### config.mk
export PLATFORM = sky130hd
export DESIGN_NAME = lfc_parser
export DESIGN_NICKNAME = d
export VERILOG_FILES = /design/src/rtl/lfc_pkg.sv /design/src/rtl/lfc_parser.sv
export VERILOG_INCLUDE_DIRS = /design/src /design/src/rtl
export SDC_FILE = /design/constraint.sdc
export NUM_CORES = 1
export LEC_CHECK = 0
export ABC_AREA = 1
export CAP_MARGIN = 10
export CORE_MARGIN = 2
export CORE_UTILIZATION = 25
export CTS_BUF_LIST = sky130_fd_sc_hd__clkbuf_8
export DETAILED_ROUTE_END_ITERATION = 12
export DONT_BUFFER_PORTS = 1
export PLACE_DENSITY = 0.46
export SYNTH_ARGS = -nofsm -noshare
export SYNTH_HDL_FRONTEND = slang
export SYNTH_SLANG_ARGS = --single-unit
export TNS_END_PERCENT = 50
### constraint.sdc
create_clock -name clk_i -period 5.65 [get_ports clk_i]
set_input_delay 1.695 -clock clk_i [delete_from_list [all_inputs] [get_ports clk_i]]
set_output_delay 1.695 -clock clk_i [all_outputs]
set_load 0.02 [all_outputs]
### src/rtl/length_delimited_frame_capture_defines.svh
// Assertion macros for the length-delimited frame capture block.
// Needs clk_i and rst_ni in the scope of every use.
`ifndef LENGTH_DELIMITED_FRAME_CAPTURE_DEFINES_SVH
`define LENGTH_DELIMITED_FRAME_CAPTURE_DEFINES_SVH

// same-cycle implication
`define LFC_ASSERT_IMP(lbl, ante, cons, msg) \
  lbl: assert property (@(posedge clk_i) disable iff (!rst_ni) (ante) |-> (cons)) \
    else $error(msg);

// next-cycle implication
`define LFC_ASSERT_NXT(lbl, ante, cons, msg) \
  lbl: assert property (@(posedge clk_i) disable iff (!rst_ni) (ante) |=> (cons)) \
    else $error(msg);

`endif

### src/rtl/lfc_pkg.sv
// Shared types and constants of the length-delimited frame capture block.
// No dependencies.
package lfc_pkg;

  localparam int unsigned DEFAULT_BUFFER_DEPTH = 1024;

  localparam int unsigned BYTE_W  = 8;
  localparam int unsigned CMD_W   = 2;
  localparam int unsigned IDX_W   = 10;
  localparam int unsigned FLEN_W  = 11;
  localparam int unsigned DECL_W  = 16;
  localparam int unsigned APB_AW  = 3;
  localparam int unsigned APB_DW  = 32;

  localparam logic [BYTE_W-1:0] START_BYTE_RST = 8'hAA;
  localparam logic [BYTE_W-1:0] END_BYTE_RST   = 8'hBB;

  // byte counts within a frame
  localparam int unsigned LEN_HI_COUNT   = 2;
  localparam int unsigned LEN_LO_COUNT   = 3;
  localparam int unsigned MIN_END_COUNT  = 4;

  typedef enum logic [CMD_W-1:0] {
    CMD_BYTE  = 2'd0,
    CMD_FLUSH = 2'd1,
    CMD_READ  = 2'd2
  } lfc_cmd_e;

  typedef enum logic {
    KIND_FRAME = 1'b0,
    KIND_READ  = 1'b1
  } lfc_kind_e;

  typedef enum logic {
    REG_START_BYTE = 1'b0,
    REG_END_BYTE   = 1'b1
  } lfc_reg_e;

  typedef struct packed {
    logic              wr_en;
    logic              done;
    logic [FLEN_W-1:0] frame_len;
  } lfc_evt_t;

endpackage

### src/rtl/lfc_parser.sv
// Frame parser: write position, declared length, completion decision.
// Depends on lfc_pkg and the assertion macro header.
`include "length_delimited_frame_capture_defines.svh"

module lfc_parser import lfc_pkg::*; #(
  parameter int unsigned BUFFER_DEPTH = DEFAULT_BUFFER_DEPTH
) (
  input  logic                            clk_i,
  input  logic                            rst_ni,
  input  logic                            acc_i,
  input  logic [CMD_W-1:0]                cmd_i,
  input  logic [BYTE_W-1:0]               data_i,
  input  logic [BYTE_W-1:0]               start_byte_i,
  input  logic [BYTE_W-1:0]               end_byte_i,
  output lfc_evt_t                        evt_o,
  output logic [$clog2(BUFFER_DEPTH)-1:0] wr_addr_o
);

  localparam int unsigned PW = $clog2(BUFFER_DEPTH + 1);

  logic [PW-1:0]     wp_q, wp_d;
  logic [DECL_W-1:0] decl_q, decl_d;
  logic [BYTE_W-1:0] hi_q, hi_d;
  logic [DECL_W-1:0] decl_eff;
  logic [31:0]       count;

  assign count     = 32'(wp_q) + 32'd1;
  assign wr_addr_o = wp_q[$clog2(BUFFER_DEPTH)-1:0];
  assign decl_eff  = (count == 32'(LEN_LO_COUNT) && decl_q == '0) ? {hi_q, data_i} : decl_q;

  always_comb begin
    wp_d            = wp_q;
    decl_d          = decl_q;
    hi_d            = hi_q;
    evt_o.wr_en     = 1'b0;
    evt_o.done      = 1'b0;
    evt_o.frame_len = count[FLEN_W-1:0];
    if (acc_i && cmd_i == CMD_FLUSH) begin
      wp_d   = '0;
      decl_d = '0;
    end else if (acc_i && cmd_i == CMD_BYTE) begin
      if (wp_q == '0) begin
        if (data_i == start_byte_i) begin
          evt_o.wr_en = 1'b1;
          wp_d        = PW'(1);
          decl_d      = '0;
        end
      end else if (32'(wp_q) >= 32'(BUFFER_DEPTH)) begin
        wp_d   = '0;
        decl_d = '0;
      end else begin
        evt_o.wr_en = 1'b1;
        wp_d        = count[PW-1:0];
        decl_d      = decl_eff;
        if (count == 32'(LEN_HI_COUNT)) begin
          hi_d = data_i;
        end
        if (data_i == end_byte_i && count > 32'(MIN_END_COUNT)) begin
          evt_o.done = 1'b1;
          wp_d       = '0;
          decl_d     = '0;
        end else if (decl_eff != '0 && count >= 32'(decl_eff) + 32'd1) begin
          evt_o.done = (data_i == end_byte_i);
          wp_d       = '0;
          decl_d     = '0;
        end else if (count >= 32'(BUFFER_DEPTH)) begin
          wp_d   = '0;
          decl_d = '0;
        end
      end
    end
  end

  always_ff @(posedge clk_i or negedge rst_ni) begin
    if (!rst_ni) begin
      wp_q   <= '0;
      decl_q <= '0;
    end else begin
      wp_q   <= wp_d;
      decl_q <= decl_d;
    end
  end

  always_ff @(posedge clk_i) begin
    hi_q <= hi_d;
  end

  `LFC_ASSERT_IMP(a_done_on_byte, evt_o.done, acc_i && cmd_i == CMD_BYTE, "completion without a byte")
  `LFC_ASSERT_IMP(a_wp_bound, 1'b1, 32'(wp_q) < 32'(BUFFER_DEPTH), "write position at buffer end")
  `LFC_ASSERT_IMP(a_decl_late, decl_q != '0, 32'(wp_q) >= 32'(LEN_LO_COUNT), "length before byte 3")

endmodule

==> summary.txt, run 1 <==
Global route
  • Initial antenna violation count: 0
  • First-pass GRT wire length: 15.1 mm
  • Largest net degree at the start of global routing: 28
  • Vias in the first global route: 2796
  • Total GRT Usage: 13.6%
  • GRT overflow: 0

Setup path
  • Slowest stage delay, CP: 0.45 ns
  • RR Endpoint: decl_q[13]
  • Cell family with the largest share of critical-path delay: simple AND/OR/NAND/NOR gates
  • Worst EP required: 3.95 ns
  • Startpoint types: flop
  • R2R setup slack: 1.33 ns
  • Crit-path max FO: 7
  • CP Cell Sequence: buf_6, inv_8, ha_4, nand4_1, nor2_2, nand3_2, nor2_4, buf_6, nand4_2, nand2_4, nand2_4, nor3_4, xor2_1, ha_1, nand4_1, buf_4, nor4_4, a211o_1, nand3_2, nor2_4, nand3_4, a21oi_4
  • Slowest cell on the critical path: dfrtp_2
  • CP Buf/Inv Count: 4
  • Worst EP arrival: 4.02 ns
  • Crit. End Element: primary output
  • FF-to-FF path depth: 27
  • Critical path class: flop to primary output
  • Worst r2r src: wp_q[0]

Drt
  • Number of vias per cell: 4.62
  • Post-route ant nets: 0
  • Routed length per instance: 15.2 um
  • Final wirelength: 9.45 mm
  • Initial DRC count: 125
  • Initial DRT Pass Iterations: 4
  • Remaining DRCs: 0
  • Total number of vias: 2866

Timing
  • RSZ-0062 raised after global routing: true
  • Final setup violation count: 1
  • Fmax: 175 MHz
  • Hold_ws: 0.589 ns
  • Slew margin rel.: 37.4%
  • Worst Tran Pin Value: 0.936 ns
  • Fin. Hold Viols: 0
  • Final setup margin: -0.0669 ns
  • Final-report max-slew violation count: 0
  • Worst Skew: 0.0120 ns
  • Tmin final: 5.72 ns
  • Fin crit share: 101%

Cells and area
  • Final Instance Area: 0.00404 mm^2
  • Layout area overhead: 22.8%
  • Share of cells above drive strength 1: 36.1%
  • Final Util: 31.7%
  • Non-Filler Instances: 621
  • Fillcell total: 1394
  • Nets: 496
  • Diodes inserted: 0

Synthesis
  • Post-Synthesis Cell Area: 0.00329 mm^2
  • Most frequent cell after synthesis: nand2_1
  • Commonest cells post-synth: nand2_1 (75), inv_1 (60), nand3_1 (29)
  • Post-Synthesis Cells: 413
  • Syn Nets: 461
  • Async S/R FF share, synth: 77.1%
  • Synth warn: 0
  • Unique masters post-synth: 39
  • Mapped Avg Cell Area: 7.96 um^2
  • Yosys reg bits: 35
  • Top cells by area, synth: dfrtp_1 (21%), nand2_1 (8.6%), o22ai_2 (7.6%), edfxtp_1 (7.3%), ha_1 (7.2%)
  • Post-synth top area share: 20.6%
  • Ys flop type: dfrtp_1
  • Post-synth EDFFs: 8
  • Seq/Total Area, Yosys: 27.9%
  • Dominant cell type by area after synthesis: dfrtp_1

Floorplan
  • # IOs: 52
  • Row count: 41
  • Initial core utilization: 25.8%
  • Die Wd: 119 um
  • Core area: 0.0127 mm^2
  • Die area: 0.0141 mm^2
  • Chip height: 119 um

Place
  • Hpwl dp: 7.30 mm
  • Placed Area: 0.00362 mm^2
  • Dpl cells: 600
  • Pre-CTS setup slack: -0.141 ns
  • Port buffer count: 0
  • Routability cong.: 0.858

Clock tree
  • Max Root-Sink Buffers: 2
  • CTS tree: done
  • CTS root buf: clkbuf_8
  • Num CTS Buffers: 5
  • Clk sinks: 35
  • CTS H-tree lvls: 2
  • Clk pin slew, worst setup/hold paths: 0.09 ns
  • Worst skew pair latency: 0.29 ns

Hold path
  • Cell depth of the worst hold path: 2
  • Hold WC Path Type: flop to flop
  • Hold_sp: decl_q[14]
  • Worst hold endpoint: decl_q[14]

Status
  • Violated checks: negative setup slack
  • Status: complete, but fails checks

Pwr
  • Leakage: 1.81 nW
  • Worst vdd ir: 137 uV
  • Pwr Density: 305 mW/mm^2

Job
  • MaxCap Viol Count: 0
==> layer usage <==
layer  share of wire, %  global-route usage (%)
met5                  0                       0
met2                 49                    22.7
met1                 47                    18.5
met4               0.85                    2.38
met3                3.6                    2.32
==> layout by cell type, fill, tap and decap left out, drive strengths merged, types with 2 or more instances in the layout <==
master / netlist / routed
edfxtp: 8 / 8
clkinvlp: 0 / 2
clkbuf: 1 / 5
a21oi: 7 / 7
clkinv: 1 / 2
o21ai: 12 / 12
inv: 65 / 65
nand2: 97 / 97
or2: 8 / 8
ha: 19 / 19
nor3: 6 / 6
nand3: 37 / 37
nor4: 3 / 3
buf: 17 / 46
nand4: 28 / 28
nor2: 33 / 33
o22ai: 20 / 20
xor2: 10 / 10
xnor2: 8 / 8
dfrtp: 27 / 27
==> metrics by stage <==
| step | power, mW | setup TNS [ns] |
|---|---|---|
| finish | 1.23 | -0.0669 |
| global placement | 0.924 | -0.0515 |
| detailed placement | 0.931 | -0.141 |
| floorplan | 0.758 | 0 |
| global route | 1.33 | -0.320 |
| CTS | 1.23 | -0.178 |
==> registers in the layout, indices dropped and copies added, names as in the netlist <==
| register | count |
|---|---|
| decl_q | 16 |
| hi_q | 8 |
| wp_q | 11 |
==> cell families (layout without fill, tap and decap cells) <==
kind of cell	count (synthesis)	count (layout)	share of synthesized area, %
DFF	35	35	27.9
adders and majority gates	19	19	7.24
buffers and inverters	84	120	12.4
AOI/OAI and AO/OA	44	44	11.8
and+or+nand+nor	213	213	35.9
xor gates and xnor gates	18	18	4.80
==> final cells by class <==
cell class / count / area [um^2] / area share (%)
flip-flops and latches: 35 / 921 / 22.8
multi-input cells: 294 / 2180 / 54.0
clock buffers: 5 / 68.8 / 1.71
well taps: 172 / 215 / 5.33
repair buffers: 46 / 377 / 9.33
clock inverters: 3 / 20.0 / 0.496
inverters: 66 / 255 / 6.33
==> power by group <==
| part | internal (mW) | switching, mW | leakage (nW) |
|---|---|---|---|
| sequential | 0.272 | 0.0102 | 0.442 |
| combinational | 0.317 | 0.442 | 1.33 |
| clock | 0.0860 | 0.105 | 0.0402 |
==> worst max path at each step <==
stage | from | depth (start not counted) | slack, ns | to
global route | wp_q[0] | 22 | -0.32 | evt_o[11]
finish | wp_q[0] | 22 | -0.07 | evt_o[11]
floorplan | data_i[0] | 16 | 0.07 | evt_o[11]
CTS | wp_q[0] | 22 | -0.18 | evt_o[11]
global placement | data_i[0] | 16 | -0.05 | evt_o[11]
detailed placement | data_i[0] | 15 | -0.14 | evt_o[11]
==> timing repair <==
item	CTS	global route
hold buffers	0	0
gates resized for setup	33	19
setup buffers	8	5
pin swaps	20	25
endpoints found under the setup margin	1	1
==> worst min-delay path, cell delays in order, from the launching register on <==
cell     delay, ns
dfrtp_1       0.32
inv_1         0.06
o22ai_2       0.16
Power figures use the tool's default switching activity.
==> run 2: changes to the inputs <==
CTS_BUF_LIST = unset   (was sky130_fd_sc_hd__clkbuf_8)
==> run 2 against run 1 <==
Net effect: the run still ends with negative setup slack left; combinational power hardly changed; fmax is 0.54% lower; sequential share of layout area down 0.42 points; final area is 1.9% higher; routed wire length is 0.61% higher; sequential cell count unchanged; sequential power about the same; largest power group unchanged.
==> summary.txt, run 2 (synthesized netlist as in run 1, its figures left out) <==
Floorplan
  • Die area: 0.0141 mm^2 (unchanged)
  • Die Wd: 119 um (unchanged)
  • Chip height: 119 um (unchanged)
  • Initial core utilization: 25.8% (unchanged)
  • Core area: 0.0127 mm^2 (unchanged)
  • # IOs: 52 (unchanged)
  • Row count: 41 (unchanged)

Global route
  • First-pass GRT wire length: 15.2 mm (was 15.1 mm)
  • Total GRT Usage: 13.7% (was 13.6%)
  • GRT overflow: 0 (unchanged)
  • Initial antenna violation count: 0 (unchanged)
  • Largest net degree at the start of global routing: 28 (unchanged)
  • Vias in the first global route: 2807 (was 2796)

Clock tree
  • Clk sinks: 35 (unchanged)
  • CTS H-tree lvls: 2 (unchanged)
  • Worst skew pair latency: 0.29 ns (about the same)
  • Clk pin slew, worst setup/hold paths: 0.06 ns (was 0.09 ns)
  • CTS root buf: clkbuf_16 (was clkbuf_8)
  • Num CTS Buffers: 5 (unchanged)
  • CTS tree: done (unchanged)
  • Max Root-Sink Buffers: 2 (unchanged)

Timing
  • Worst Tran Pin Value: 0.949 ns (was 0.936 ns)
  • Fin Setup TNS: -0.0981 ns (was -0.0669 ns)
  • RSZ-0062 raised after global routing: true (unchanged)
  • Fin. Hold Viols: 0 (unchanged)
  • Final-report max-slew violation count: 0 (unchanged)
  • Final setup margin: -0.0981 ns (was -0.0669 ns)
  • Hold_ws: 0.573 ns (was 0.589 ns)
  • Fmax: 174 MHz (was 175 MHz)
  • Final setup violation count: 1 (unchanged)
  • Tmin final: 5.75 ns (was 5.72 ns)
  • Slew margin rel.: 36.6% (was 37.4%)
  • Worst Skew: 0.00739 ns (was 0.0120 ns)
  • Fin crit share: 102% (was 101%)

Cells and area
  • Top reg by flops: decl_q (unchanged)
  • Diodes inserted: 0 (unchanged)
  • Nets: 499 (was 496)
  • Final Instance Area: 0.00411 mm^2 (was 0.00404 mm^2)
  • Share of cells above drive strength 1: 37.2% (was 36.1%)
  • Layout area overhead: 25.1% (was 22.8%)
  • Biggest regs: decl_q (16), wp_q (11), hi_q (8) (unchanged)
  • Fillcell total: 1385 (was 1394)
  • Final Util: 32.3% (was 31.7%)
  • Largest register FFs: 16 (unchanged)
  • Most common cell after layout, fill and taps aside: nand2_1 (unchanged)
  • Most frequent cells in the layout: nand2_1 (66), inv_1 (59), buf_4 (41) (was nand2_1 (66), inv_1 (60), buf_4 (40))
  • Non-Filler Instances: 624 (was 621)

Setup path
  • Crit. End Element: primary output (unchanged)
  • R2R setup slack: 1.30 ns (was 1.33 ns)
  • Critical path class: primary input to primary output (was flop to primary output)
  • Slowest cell on the critical path: ha_1 (was dfrtp_2)
  • Startpoint types: primary input (was flop)
  • CP Buf/Inv Count: 2 (was 4)
  • Most common cell on crit path: nand3_2
  • Worst EP arrival: 4.05 ns (was 4.02 ns)
  • Crit-path max FO: 5 (was 7)
  • RR Endpoint: wp_q[2] (was decl_q[13])
  • Worst r2r src: wp_q[0] (unchanged)
  • Worst EP required: 3.95 ns (about the same)
  • FF-to-FF path depth: 27 (unchanged)
  • Cell family with the largest share of critical-path delay: simple AND/OR/NAND/NOR gates (unchanged)
  • CP Cell Sequence: nand4_1, nand2_2, buf_4, nand3_4, nor3_4, nand3_2, xor2_1, ha_1, nand2_1, inv_2, nand3_2, nor4_4, a211o_1, nand3_2, nor2_4, nand3_4, a21oi_4 (was buf_6, inv_8, ha_4, nand4_1, nor2_2, nand3_2, nor2_4, buf_6, nand4_2, nand2_4, nand2_4, nor3_4, xor2_1, ha_1, nand4_1, buf_4, nor4_4, a211o_1, nand3_2, nor2_4, nand3_4, a21oi_4)
  • Slowest stage delay, CP: 0.28 ns (was 0.45 ns)

Drt
  • Number of vias per cell: 4.61 (was 4.62)
  • Post-route ant nets: 0 (unchanged)
  • Initial DRC count: 164 (was 125)
  • Routed length per instance: 15.2 um (about the same)
  • Remaining DRCs: 0 (unchanged)
  • Total number of vias: 2877 (was 2866)
  • Initial DRT Pass Iterations: 5 (was 4)
  • Final wirelength: 9.51 mm (was 9.45 mm)

Job
  • MaxCap Viol Count: 0 (unchanged)

Pwr
  • Pwr Density: 322 mW/mm^2 (was 305 mW/mm^2)
  • Tot Pwr: 1.32 mW (was 1.23 mW)
  • Worst vdd ir: 132 uV (was 137 uV)
  • Leakage: 1.82 nW (was 1.81 nW)

Status
  • Violated checks: negative setup slack (unchanged)
  • Status: complete, but fails checks (unchanged)

Hold path
  • Worst hold endpoint: decl_q[4] (was decl_q[14])
  • Cell depth of the worst hold path: 2 (unchanged)
  • Hold_sp: decl_q[4] (was decl_q[14])
  • Hold WC Path Type: flop to flop (unchanged)

Place
  • Pre-CTS setup slack: -0.141 ns (unchanged)
  • Port buffer count: 0 (unchanged)
  • Hpwl dp: 7.30 mm (unchanged)
  • Routability cong.: 0.858 (unchanged)
  • Placed Area: 0.00362 mm^2 (unchanged)
  • Dpl cells: 600 (unchanged)
-- run 2: worst reg2reg max path, cell delays in order (launching register included) --
cell and delay (ns):
dfrtp_2 0.45, ha_4 0.19, nand3_4 0.09, nor2_4 0.17, nand2_2 0.07, nand2_2 0.09
nand3_4 0.10, nor2_4 0.20, nand4_1 0.14, nand2_2 0.12, buf_4 0.14, nand3_4 0.10
nor3_4 0.27, xor2_1 0.23, ha_1 0.27, nand4_1 0.15, inv_1 0.06, a21oi_1 0.17
o41ai_2 0.09, nand2_1 0.06, nand2_1 0.05, a211o_1 0.26, nand3_2 0.09, nor2_4 0.05
nand3_4 0.08, buf_4 0.16, nand2_4 0.23, o21ai_1 0.21
-- run 2: area by class of cell --
cell class	count	area (um^2)	area share, %
multi-input cells	294	2180	53.1
flip-flops and latches	35	921	22.4
repair buffers	49	398	9.68
inverters	66	250	6.09
well taps	172	215	5.23
clock buffers	5	125	3.04
clock inverters	3	20.0	0.487
-- run 2: routing by layer --
layer	part of all wire, %	GRT usage (%)	vias up
li1	-	-	1440
met5	0	0	-
met2	48	22.8	65
met3	4.3	2.27	9
met4	1.1	2.98	0
met1	46	18.5	1363
-- run 2: where the power goes --
| group | internal, mW | switching (mW) | total (mW) |
|---|---|---|---|
| clock | 0.162 | 0.114 | 0.276 |
| combinational | 0.324 | 0.439 | 0.762 |
| sequential | 0.273 | 0.0119 | 0.285 |
-- run 2: how the worst max path moves through the flow --
stage,slack [ns],from,cells past startpoint,endpoint
floorplan,0.07,data_i[0],16,evt_o[11]
global placement,-0.05,data_i[0],16,evt_o[11]
detailed placement,-0.14,data_i[0],15,evt_o[11]
CTS,-0.13,wp_q[1],23,evt_o[11]
global route,-0.38,wp_q[0],24,evt_o[11]
finish,-0.1,data_i[1],17,evt_o[11]
-- run 2: repair_timing --
| item | in CTS | in global routing |
|---|---|---|
| gates resized for setup | 21 | 32 |
| endpoints found under the setup margin | 1 | 1 |
| hold buffers | 0 | 0 |
| buffers inserted | 12 | 5 |
| pin swaps | 16 | 34 |
