[src/rtl/length_delimited_frame_capture_defines.svh]
// Assertion macros for the length-delimited frame capture block.
// Needs clk_i and rst_ni in the scope of every use.
`ifndef LENGTH_DELIMITED_FRAME_CAPTURE_DEFINES_SVH
`define LENGTH_DELIMITED_FRAME_CAPTURE_DEFINES_SVH

// same-cycle implication
`define LFC_ASSERT_IMP(lbl, ante, cons, msg) \
  lbl: assert property (@(posedge clk_i) disable iff (!rst_ni) (ante) |-> (cons)) \
    else $error(msg);

// next-cycle implication
`define LFC_ASSERT_NXT(lbl, ante, cons, msg) \
  lbl: assert property (@(posedge clk_i) disable iff (!rst_ni) (ante) |=> (cons)) \
    else $error(msg);

`endif

[src/rtl/lfc_pkg.sv]
// Shared types and constants of the length-delimited frame capture block.
// No dependencies.
package lfc_pkg;

  localparam int unsigned DEFAULT_BUFFER_DEPTH = 1024;

  localparam int unsigned BYTE_W  = 8;
  localparam int unsigned CMD_W   = 2;
  localparam int unsigned IDX_W   = 10;
  localparam int unsigned FLEN_W  = 11;
  localparam int unsigned DECL_W  = 16;
  localparam int unsigned APB_AW  = 3;
  localparam int unsigned APB_DW  = 32;

  localparam logic [BYTE_W-1:0] START_BYTE_RST = 8'hAA;
  localparam logic [BYTE_W-1:0] END_BYTE_RST   = 8'hBB;

  // byte counts within a frame
  localparam int unsigned LEN_HI_COUNT   = 2;
  localparam int unsigned LEN_LO_COUNT   = 3;
  localparam int unsigned MIN_END_COUNT  = 4;

  typedef enum logic [CMD_W-1:0] {
    CMD_BYTE  = 2'd0,
    CMD_FLUSH = 2'd1,
    CMD_READ  = 2'd2
  } lfc_cmd_e;

  typedef enum logic {
    KIND_FRAME = 1'b0,
    KIND_READ  = 1'b1
  } lfc_kind_e;

  typedef enum logic {
    REG_START_BYTE = 1'b0,
    REG_END_BYTE   = 1'b1
  } lfc_reg_e;

  typedef struct packed {
    logic              wr_en;
    logic              done;
    logic [FLEN_W-1:0] frame_len;
  } lfc_evt_t;

endpackage

[src/rtl/lfc_apb_regs.sv]
// APB register file: start byte and end byte.
// Depends on lfc_pkg.
module lfc_apb_regs import lfc_pkg::*; (
  input  logic              clk_i,
  input  logic              rst_ni,
  input  logic              psel,
  input  logic              penable,
  input  logic              pwrite,
  input  logic [APB_AW-1:0] paddr,
  input  logic [APB_DW-1:0] pwdata,
  output logic [APB_DW-1:0] prdata,
  output logic              pready,
  output logic [BYTE_W-1:0] start_byte_o,
  output logic [BYTE_W-1:0] end_byte_o
);

  logic [BYTE_W-1:0] start_q, start_d;
  logic [BYTE_W-1:0] end_q, end_d;
  lfc_reg_e          sel;
  logic              wr;

  assign pready = 1'b1;
  assign sel    = lfc_reg_e'(paddr[2]);
  assign wr     = psel && penable && pwrite;

  always_comb begin
    start_d = start_q;
    end_d   = end_q;
    if (wr) begin
      case (sel)
        REG_START_BYTE: start_d = pwdata[BYTE_W-1:0];
        REG_END_BYTE:   end_d   = pwdata[BYTE_W-1:0];
        default: ;
      endcase
    end
  end

  always_comb begin
    case (sel)
      REG_START_BYTE: prdata = APB_DW'(start_q);
      REG_END_BYTE:   prdata = APB_DW'(end_q);
      default:        prdata = '0;
    endcase
  end

  always_ff @(posedge clk_i or negedge rst_ni) begin
    if (!rst_ni) begin
      start_q <= START_BYTE_RST;
      end_q   <= END_BYTE_RST;
    end else begin
      start_q <= start_d;
      end_q   <= end_d;
    end
  end

  assign start_byte_o = start_q;
  assign end_byte_o   = end_q;

endmodule

[config.mk]
export PLATFORM = sky130hd
export DESIGN_NAME = lfc_apb_regs
export DESIGN_NICKNAME = d
export VERILOG_FILES = /design/src/rtl/length_delimited_frame_capture_defines.svh /design/src/rtl/lfc_pkg.sv /design/src/rtl/lfc_apb_regs.sv
export SDC_FILE = /design/constraint.sdc
export NUM_CORES = 1
export LEC_CHECK = 0
export BUFFER_PORTS_ARGS = -buffer_cell sky130_fd_sc_hd__buf_2
export CAP_MARGIN = 15
export CORE_MARGIN = 3
export CORE_UTILIZATION = 39
export CTS_CLUSTER_DIAMETER = 50
export DETAILED_ROUTE_END_ITERATION = 6
export PLACE_DENSITY = 0.9
export SYNTH_ARGS = -nofsm -noshare
export SYNTH_HDL_FRONTEND = slang
export SYNTH_SLANG_ARGS = --single-unit
[constraint.sdc]
create_clock -name clk_i -period 1.3 [get_ports clk_i]
set_input_delay 0.195 -clock clk_i [delete_from_list [all_inputs] [get_ports clk_i]]
set_output_delay 0.195 -clock clk_i [all_outputs]
set_load 0.02 [all_outputs]
==> flow_summary.json, run 1 <==
{
  "clock-sinks": 16,
  "antenna_found_initial": 0,
  "synth_top_family_by_area": "multiplexers",
  "grt_overflow": 0,
  "ys_types": 8,
  "grt_pass1_wl_um": 2570,
  "peakVddDrop_v": 0.000939,
  "grt_start_max_net_pins": 17,
  "wl_per_cell_um": 13.1,
  "n_antenna_cell": 0,
  "die_h_um": 55.0,
  "synthArstFlopShare_pct": 100,
  "finalHoldViolCount": 0,
  "vias_per_cell": 4.35,
  "drt_iter0_markers": 0,
  "via_count": 613,
  "synth_top_area_share_pct": 28.9,
  "synth_top_area_cell": "mux2_2",
  "start_util_pct": 41.8,
  "grt_use_total_pct": 12.5,
  "die_area_um2": 3020,
  "synthMuxAreaShare_pct": 28.9,
  "grt_pass1_vias": 588,
  "synth.avg_cell_area_um2": 13.4,
  "clock_skew_ps": 0,
  "report.final.slew_viol_count": 0,
  "crit_path_max_fanout": 2,
  "cts_tree": "built",
  "crit_required_ps": 1110,
  "cts_buffer_depth": 2,
  "synth_xor_area_share_pct": 0,
  "final_nets": 154,
  "finalCriticalPeriod_ps": 1300,
  "synth-edff-count": 0,
  "ys.warnings.count": 0,
  "min-delay-start": "pwdata[3]",
  "cts-buffers-inserted": 3,
  "routed_wl_um": 1850,
  "place_congestion": 0.631,
  "h-tree-depth": 1,
  "min_period_over_period_pct": 99.7,
  "p_per_area_nw_per_um2": 1570,
  "status": "finished clean",
  "drv_cap": 0,
  "rr_startpoint": "start_byte_o[6]",
  "ys_seq_elements": 16,
  "dieWidth_um": 55.0,
  "synthCells": 70,
  "fmax_mhz": 771,
  "finalSetupViolCount": 0,
  "synth_ff_type": "dfstp_2",
  "min_path_type": "input port to flop",
  "synth-simple-area-share_pct": 4.82,
  "synth_commonest_cells": "buf_4 (25), mux2_2 (24), dfstp_2 (10), dfrtp_1 (6), conb_1 (2)",
  "startpoint_type": "flop",
  "rsz0062_at_grt": "yes",
  "dp_hpwl_um": 1290,
  "syn_area_um2": 935,
  "num_io_pins": 89,
  "cts_root_buf": "clkbuf_4",
  "fin_setup_tns_ps": 0,
  "clkTransAtPathRegs_ps": 90,
  "detail-route-antenna-nets": 0,
  "synthAdderAreaFrac_pct": 0,
  "crit_arrival_ps": 1100,
  "core-area_um2": 2230,
  "dr.pass1.iters": 1,
  "synthToLayoutAreaGrowth_pct": 26.4,
  "drc": 0,
  "worstSetupEndpointType": "output pin",
  "synth-compound-area-share_pct": 0,
  "crit_path_start": "start_byte_o[2]",
  "synth_most_common_cell": "buf_4",
  "clock_latency_ps": 270,
  "yosysSeqAreaShare_pct": 44.2,
  "rows": 17,
  "synth_area_leaders": "mux2_2 (29%), dfstp_2 (28%), buf_4 (20%)",
  "final_layout_size_suffix_gt1_share_pct": 70.8,
  "total_power_mw": 1.85,
  "path_class": "flop to output pin",
  "p_leak_nw": 0.611,
  "portBuffers": 37
}
[metal layers]
metal  share of wire, %  GRT usage [%]  up-vias
met5                  0              0        -
met4                  0           4.86        0
met3                 11           3.22        0
met2                 51           22.2       45
met1                 38           14.3      292
li1                   -              -      276
[power breakdown]
| part | switching [mW] | internal, mW |
|---|---|---|
| registers | 0.0757 | 0.658 |
| clock network | 0.144 | 0.119 |
| logic | 0.458 | 0.396 |
| total | 0.677 | 1.17 |
[state kept, by name, indices dropped and copies added, names as in the netlist]
| name | cells |
|---|---|
| start_byte_o | 8 |
| end_byte_o | 8 |
[path summary, 6_finish.rpt]
kind,end,slack [ps],depth (start not counted)
setup / recovery,prdata[2],3,2
hold / removal,end_byte_o[3],160,2
min in group asynchronous,end_byte_o[6],350,2
setup reg to reg,start_byte_o[6],390,2
hold reg to reg,start_byte_o[0],540,1
max in group asynchronous,end_byte_o[0],640,2
[metrics by stage]
stage | worst slack [ps] | utilization (%) | cell area (um2) | hold slack, ps | instances
final | 3.33 | 52.9 | 1180 | 157 | 141
after CTS | 0.227 | 51.8 | 1160 | 141 | 141
after global routing | -50.0 | 52.9 | 1180 | 139 | 141
after floorplan | 305 | - | 1020 | -101 | 93
after global placement | 88.4 | 46.7 | 1040 | 113 | 132
after detailed placement | 72.9 | 46.7 | 1040 | 123 | 132
[logic make-up after synthesis]
group	after synthesis
AND/OR/NAND/NOR	2
flip-flops	16
buffers and inverters	26
other	2
multiplexers	24
[layout by cell type, fill, tap and decap left out]
cell type,synthesis,final
buf_2,0,29
conb_1,2,25
mux2_2,24,18
dfstp_2,10,10
buf_6,1,8
mux2_4,0,6
dfrtp_1,6,6
buf_4,25,4
clkbuf_4,0,3
nand4b_4,1,1
nand4_4,1,1
clkbuf_1,0,1
dlygate4sd3_1,0,1
[worst max-delay path: stages (launching register included)]
cell,delay (ps)
dfrtp_1,400
mux2_4,290
buf_6,130
[final cells by class]
type	instances	area [um2]
fillers	202	1050
multi-input cells	51	432
flip-flops and latches	16	413
repair buffers	42	275
well taps	28	35.0
clock buffers	4	26.3
[timing repair]
| item | 4_1_cts | 5_1_grt |
|---|---|---|
| pin swaps | 0 | 0 |
| gates resized for setup | 15 | 7 |
| hold buffers | 1 | 0 |
| hold endpoints to repair | 6 | 0 |
| buffers inserted | 4 | 0 |
| setup endpoints to repair | 8 | 8 |
Power figures use the tool's default switching activity.
==> inputs of run 2 (changes only) <==
ABC_AREA = 1   (was default)
PLACE_DENSITY = 0.89   (was 0.9)
==> run 2 against run 1 <==
Net effect:
- clock power increased by 3%
- critical endpoint is now prdata[7]
- critical path depth grew 1
- die area is 2.6% higher
- sequential power is 4.2% lower
- global-route usage rose by 0.75 points
- hold slack got worse by 29 ps
- maximum frequency grew 0.88%
- total power fell by 12%
- highest routed layer is now met4
==> flow_summary.json, run 2 <==
{
  "status": "finished clean",
  "n_antenna_cell": 0,
  "synth-edff-count": 0,
  "final_cells": 194,
  "final_nets": 207,
  "peakVddDrop_v": 0.000625,
  "placedCellCount": 187,
  "synth_area_leaders": "dfstp_2 (27%), nand2_1 (22%), buf_4 (20%)",
  "min_path_type": "input port to flop",
  "maxUsedRoutingLayer": "met4",
  "yosysSeqAreaShare_pct": 42.9,
  "dp_slack_ps": 49.4,
  "layout_commonest_cell": "nand2_1",
  "vias_per_cell": 4.16,
  "die_h_um": 55.7,
  "whs_ps": 127,
  "syn_area_um2": 962,
  "path_class": "flop to output pin",
  "grt_use_total_pct": 13.3,
  "synthCells": 125,
  "num_io_pins": 89,
  "fin_ws_ps": 14.7,
  "ys_seq_elements": 16,
  "final_layout_size_suffix_gt1_share_pct": 36.1,
  "rsz0062_at_grt": "yes",
  "grt_overflow": 0,
  "crit_chain": "nand2_1 > nand2_1 > buf_6",
  "synth_top_area_share_pct": 27.3,
  "routed_wl_um": 2140,
  "grt_pass1_wl_um": 3310,
  "min_period_over_period_pct": 98.9,
  "place_area_um2": 1080,
  "critical_path_buf_inv_count": 1,
  "die_area_um2": 3100,
  "final_cell_mix": "nand2_1 (56), buf_2 (31), conb_1 (25)",
  "finalCriticalPeriod_ps": 1290,
  "rows": 17,
  "min_delay_path_depth": 3,
  "crit_slowest_cell": "dfstp_2",
  "start_util_pct": 42.3,
  "detail-route-antenna-nets": 0,
  "finalHoldViolCount": 0,
  "synth_top_area_cell": "dfstp_2",
  "r2r_end": "start_byte_o[5]",
  "synth.avg_cell_area_um2": 7.70,
  "ys.warnings.count": 0,
  "core-area_um2": 2280,
  "report.final.slew_viol_count": 0,
  "cp_top_family": "flip-flops",
  "grt_start_max_net_pins": 18,
  "dieWidth_um": 55.7,
  "synthArstFlopShare_pct": 100,
  "via_count": 808,
  "crit_path_frequent_cell": "nand2_1",
  "cts_root_buf": "clkbuf_4",
  "cts-buffers-inserted": 3,
  "rr_worst_depth": 3,
  "h-tree-depth": 1,
  "slowest_delay_ps": 560,
  "drc": 0,
  "min-delay-start": "pwdata[4]",
  "crit_arrival_ps": 1090,
  "synth_commonest_cells": "nand2_1 (57), buf_4 (26), nand3_1 (16), dfstp_2 (10), dfrtp_1 (6)",
  "dp_hpwl_um": 1530,
  "rr_startpoint": "start_byte_o[5]",
  "drv_cap": 0,
  "dr.pass1.iters": 4,
  "p_leak_nw": 0.694,
  "cts_buffer_depth": 2,
  "startpoint_type": "flop",
  "synthToLayoutAreaGrowth_pct": 21.8,
  "cts_tree": "built",
  "antenna_found_initial": 0,
  "drt-met1-wl_um": 902,
  "clkTransAtPathRegs_ps": 90,
  "clock_skew_ps": 0,
  "final_cell_area_um2": 1170,
  "p_per_area_nw_per_um2": 1390,
  "worstSetupEndpointType": "output pin",
  "synth_ff_type": "dfstp_2",
  "drt_iter0_markers": 28,
  "grt_pass1_vias": 725,
  "portBuffers": 37,
  "total_power_mw": 1.62,
  "synth_most_common_cell": "nand2_1",
  "wl_per_cell_um": 11.0,
  "r2r_slack_ps": 510,
  "met2_length_um": 1080,
  "clock-sinks": 16,
  "crit_required_ps": 1110,
  "crit_path_max_fanout": 3,
  "finalSetupViolCount": 0,
  "clock_latency_ps": 270,
  "worstHoldEndpoint": "end_byte_o[4]",
  "place_congestion": 0.708,
  "ys_types": 11,
  "dr_wl_met3_um": 143,
  "fmax_mhz": 778
}
==> run 2: through the flow <==
step / utilization, % / TNS (ps)
after CTS: 49.7 / -1.66
after global routing: 51.5 / -221
after detailed placement: 47.5 / 0
final: 51.5 / 0
after global placement: 47.5 / 0
after floorplan: - / 0
==> run 2: what timing repair did <==
item / in CTS / in global routing
endpoints found under the hold margin: 6 / 0
setup endpoints to repair: 4 / 6
setup buffers: 0 / 2
hold buffers: 1 / 0
gates resized for setup: 5 / 8
pin swaps: 0 / 3
==> run 2: power breakdown <==
group | switching [mW] | internal (mW)
clock | 0.151 | 0.119
sequential | 0.0682 | 0.634
combinational | 0.422 | 0.229
==> run 2: tightest hold or removal path: cells and delay by family <==
kind / cells / cell delay, ps
simple gates: 2 / 120
buf+inv: 1 / 100
==> run 2: cell type report <==
class	count	area (um2)
multi-input combinational	101	420
timing repair buffer	43	270
inverter	2	7.51
clock buffer	4	26.3
sequential	16	413
fill	252	1100
tap	28	35.0
==> run 2: how the worst max path moves through the flow <==
stage                               start  cells after the start            end  slack [ps]
after floorplan                  paddr[2]                      5      prdata[0]         260
after global placement           paddr[2]                      5  end_byte_o[2]         100
after detailed placement         paddr[2]                      5  end_byte_o[2]          50
after CTS                 start_byte_o[3]                      3      prdata[3]          -2
after global routing      start_byte_o[5]                      3      prdata[5]         -60
final                     start_byte_o[7]                      3      prdata[7]          10
==> run 2: logic make-up (layout without fill, tap and decap cells) <==
family | after synthesis | count (layout) | synth area share (%)
buffers and inverters | 31 | 49 | 22.6
and+or+nand+nor | 76 | 76 | 33.7
DFF | 16 | 16 | 42.9
other | 2 | 25 | 0.781
==> run 2: per-layer routing <==
layer / track usage, % / vias up
met2: 22.1 / 29
met4: 5.21 / 0
met1: 16.6 / 354
met5: 0 / -
met3: 3.02 / 2
li1: - / 423
==> inputs of run 3 (changes only) <==
MAX_ROUTING_LAYER = met4   (was default)
==> run 3 against run 2 <==
Net effect:
- die area unchanged
- first-iteration DRC count unchanged
- sequential power about the same
- register-to-register slack about the same
- clock skew unchanged
- clock-buffer cell count unchanged
- global-route usage increased by 0.37 points
- total power about the same
- combinational power about the same
- sequential cell count unchanged
- via count unchanged
- final area unchanged
- largest cell class unchanged
==> flow_summary.json, run 3 (synthesized netlist as in run 2, its figures left out) <==
{
  "startpoint_type": "flop",
  "dr.pass1.iters": 4,
  "peakVddDrop_v": 0.000625,
  "drv_cap": 0,
  "pwr-share-clk_pct": 16.6,
  "min_period_over_period_pct": 98.9,
  "final_nets": 207,
  "antenna_found_initial": 0,
  "clock-sinks": 16,
  "grt_pass1_wl_um": 3310,
  "min-delay-start": "pwdata[4]",
  "wl_per_cell_um": 11.0,
  "h-tree-depth": 1,
  "vias_per_cell": 4.16,
  "final_layout_size_suffix_gt1_share_pct": 36.1,
  "final_cells": 194,
  "min_path_type": "input port to flop",
  "path_class": "flop to output pin",
  "p_per_area_nw_per_um2": 1390,
  "dieWidth_um": 55.7,
  "p_leak_nw": 0.694,
  "grt_use_total_pct": 13.7,
  "p_comb_share_pct": 40.1,
  "rsz0062_at_grt": "yes",
  "internal-power_uw": 983,
  "finalHoldViolCount": 0,
  "finalSetupViolCount": 0,
  "clock_latency_ps": 270,
  "synthToLayoutAreaGrowth_pct": 21.8,
  "p_sw_share_pct": 39.5,
  "report.final.slew_viol_count": 0,
  "fillers": 252,
  "die_area_um2": 3100,
  "p_seq_share_pct": 43.3,
  "multi_input_area_um2": 420,
  "cts_root_buf": "clkbuf_4",
  "cts-buffers-inserted": 3,
  "cts_tree": "built",
  "min_delay_path_depth": 3,
  "fmax_mhz": 778,
  "dp_hpwl_um": 1530,
  "portBuffers": 37,
  "via_count": 808,
  "core-area_um2": 2280,
  "placedCellCount": 187,
  "rr_startpoint": "start_byte_o[5]",
  "rr_worst_depth": 3,
  "layout_commonest_cell": "nand2_1",
  "r2r_slack_ps": 510,
  "worstSetupEndpointType": "output pin",
  "grt_busiest_layer": "met2",
  "clkTransAtPathRegs_ps": 90,
  "grt_start_max_net_pins": 18,
  "grt_pass1_vias": 725,
  "cts_buffer_depth": 2,
  "grt_use_met3_pct": 2.32,
  "use_met2_pct": 22.1,
  "r2r_end": "start_byte_o[5]",
  "power_switching_uw": 641,
  "grtUsageMet1_pct": 17.0,
  "final_cell_mix": "nand2_1 (56), buf_2 (31), conb_1 (25)",
  "whs_ps": 127,
  "seq_area_um2": 413,
  "drt_iter0_markers": 28,
  "routed_wl_um": 2140,
  "n_antenna_cell": 0,
  "drc": 0,
  "rows": 17,
  "crit_path_max_fanout": 3,
  "worstHoldEndpoint": "end_byte_o[4]",
  "die_h_um": 55.7,
  "place_congestion": 0.715,
  "start_util_pct": 42.3,
  "crit_required_ps": 1110,
  "num_io_pins": 89,
  "grt_overflow": 0,
  "crit_arrival_ps": 1090,
  "status": "finished clean",
  "clock_skew_ps": 0,
  "detail-route-antenna-nets": 0,
  "finalCriticalPeriod_ps": 1290
}
[run 3: per-layer routing]
layer / wire, um / vias to the layer above
met5: 0 / -
met4: 8 / 0
met3: 122 / 2
met2: 1080 / 29
met1: 923 / 354
li1: - / 423
[run 3: what timing repair did]
item | 4_1_cts | 5_1_grt
pin swaps | 0 | 3
hold buffers | 1 | 0
gates resized for setup | 5 | 8
endpoints found under the setup margin | 4 | 6
endpoints found under the hold margin | 6 | 0
setup buffers | 0 | 2
[run 3: power by group through the flow]
stage	Sequential [mW]	Combinational, mW	Clock [mW]
detailed placement	0.712	0.584	0
global route	0.722	0.704	0.301
floorplan	0.830	0.322	0
CTS	0.705	0.605	0.282
global placement	0.709	0.575	0
finish	0.703	0.652	0.270
[run 3: worst max-delay path by stage]
stage / from / to / slack (ps) / cells after the start
floorplan: paddr[2] / prdata[0] / 260 / 5
global placement: paddr[2] / end_byte_o[2] / 100 / 5
detailed placement: paddr[2] / end_byte_o[2] / 50 / 5
CTS: start_byte_o[3] / prdata[3] / -2 / 3
global route: start_byte_o[5] / prdata[5] / -60 / 3
finish: start_byte_o[7] / prdata[7] / 10 / 3
[run 3: final cells by class]
| cell class | instances | area share (%) |
|---|---|---|
| inverters | 2 | 0.640 |
| well taps | 28 | 2.99 |
| repair buffers | 43 | 23.1 |
| flip-flops and latches | 16 | 35.2 |
| multi-input cells | 101 | 35.9 |
| clock buffers | 4 | 2.24 |
[run 3: worst max-delay path, cell delays in order (launching register included)]
cell,delay (ps)
dfstp_2,560
nand2_1,60
nand2_1,80
buf_6,110
[run 3: through the flow]
step                      setup TNS (ps)  cell area (um2)  worst slack, ps  power, mW  util [%]
final                                  0             1170             14.5       1.62      51.5
after global routing                -221             1170            -61.5       1.73      51.5
after CTS                          -1.66             1130            -1.66       1.59      49.7
after detailed placement               0             1080             49.4       1.30      47.5
after global placement                 0             1080             97.8       1.28      47.5
after floorplan                        0             1050              256       1.15         -
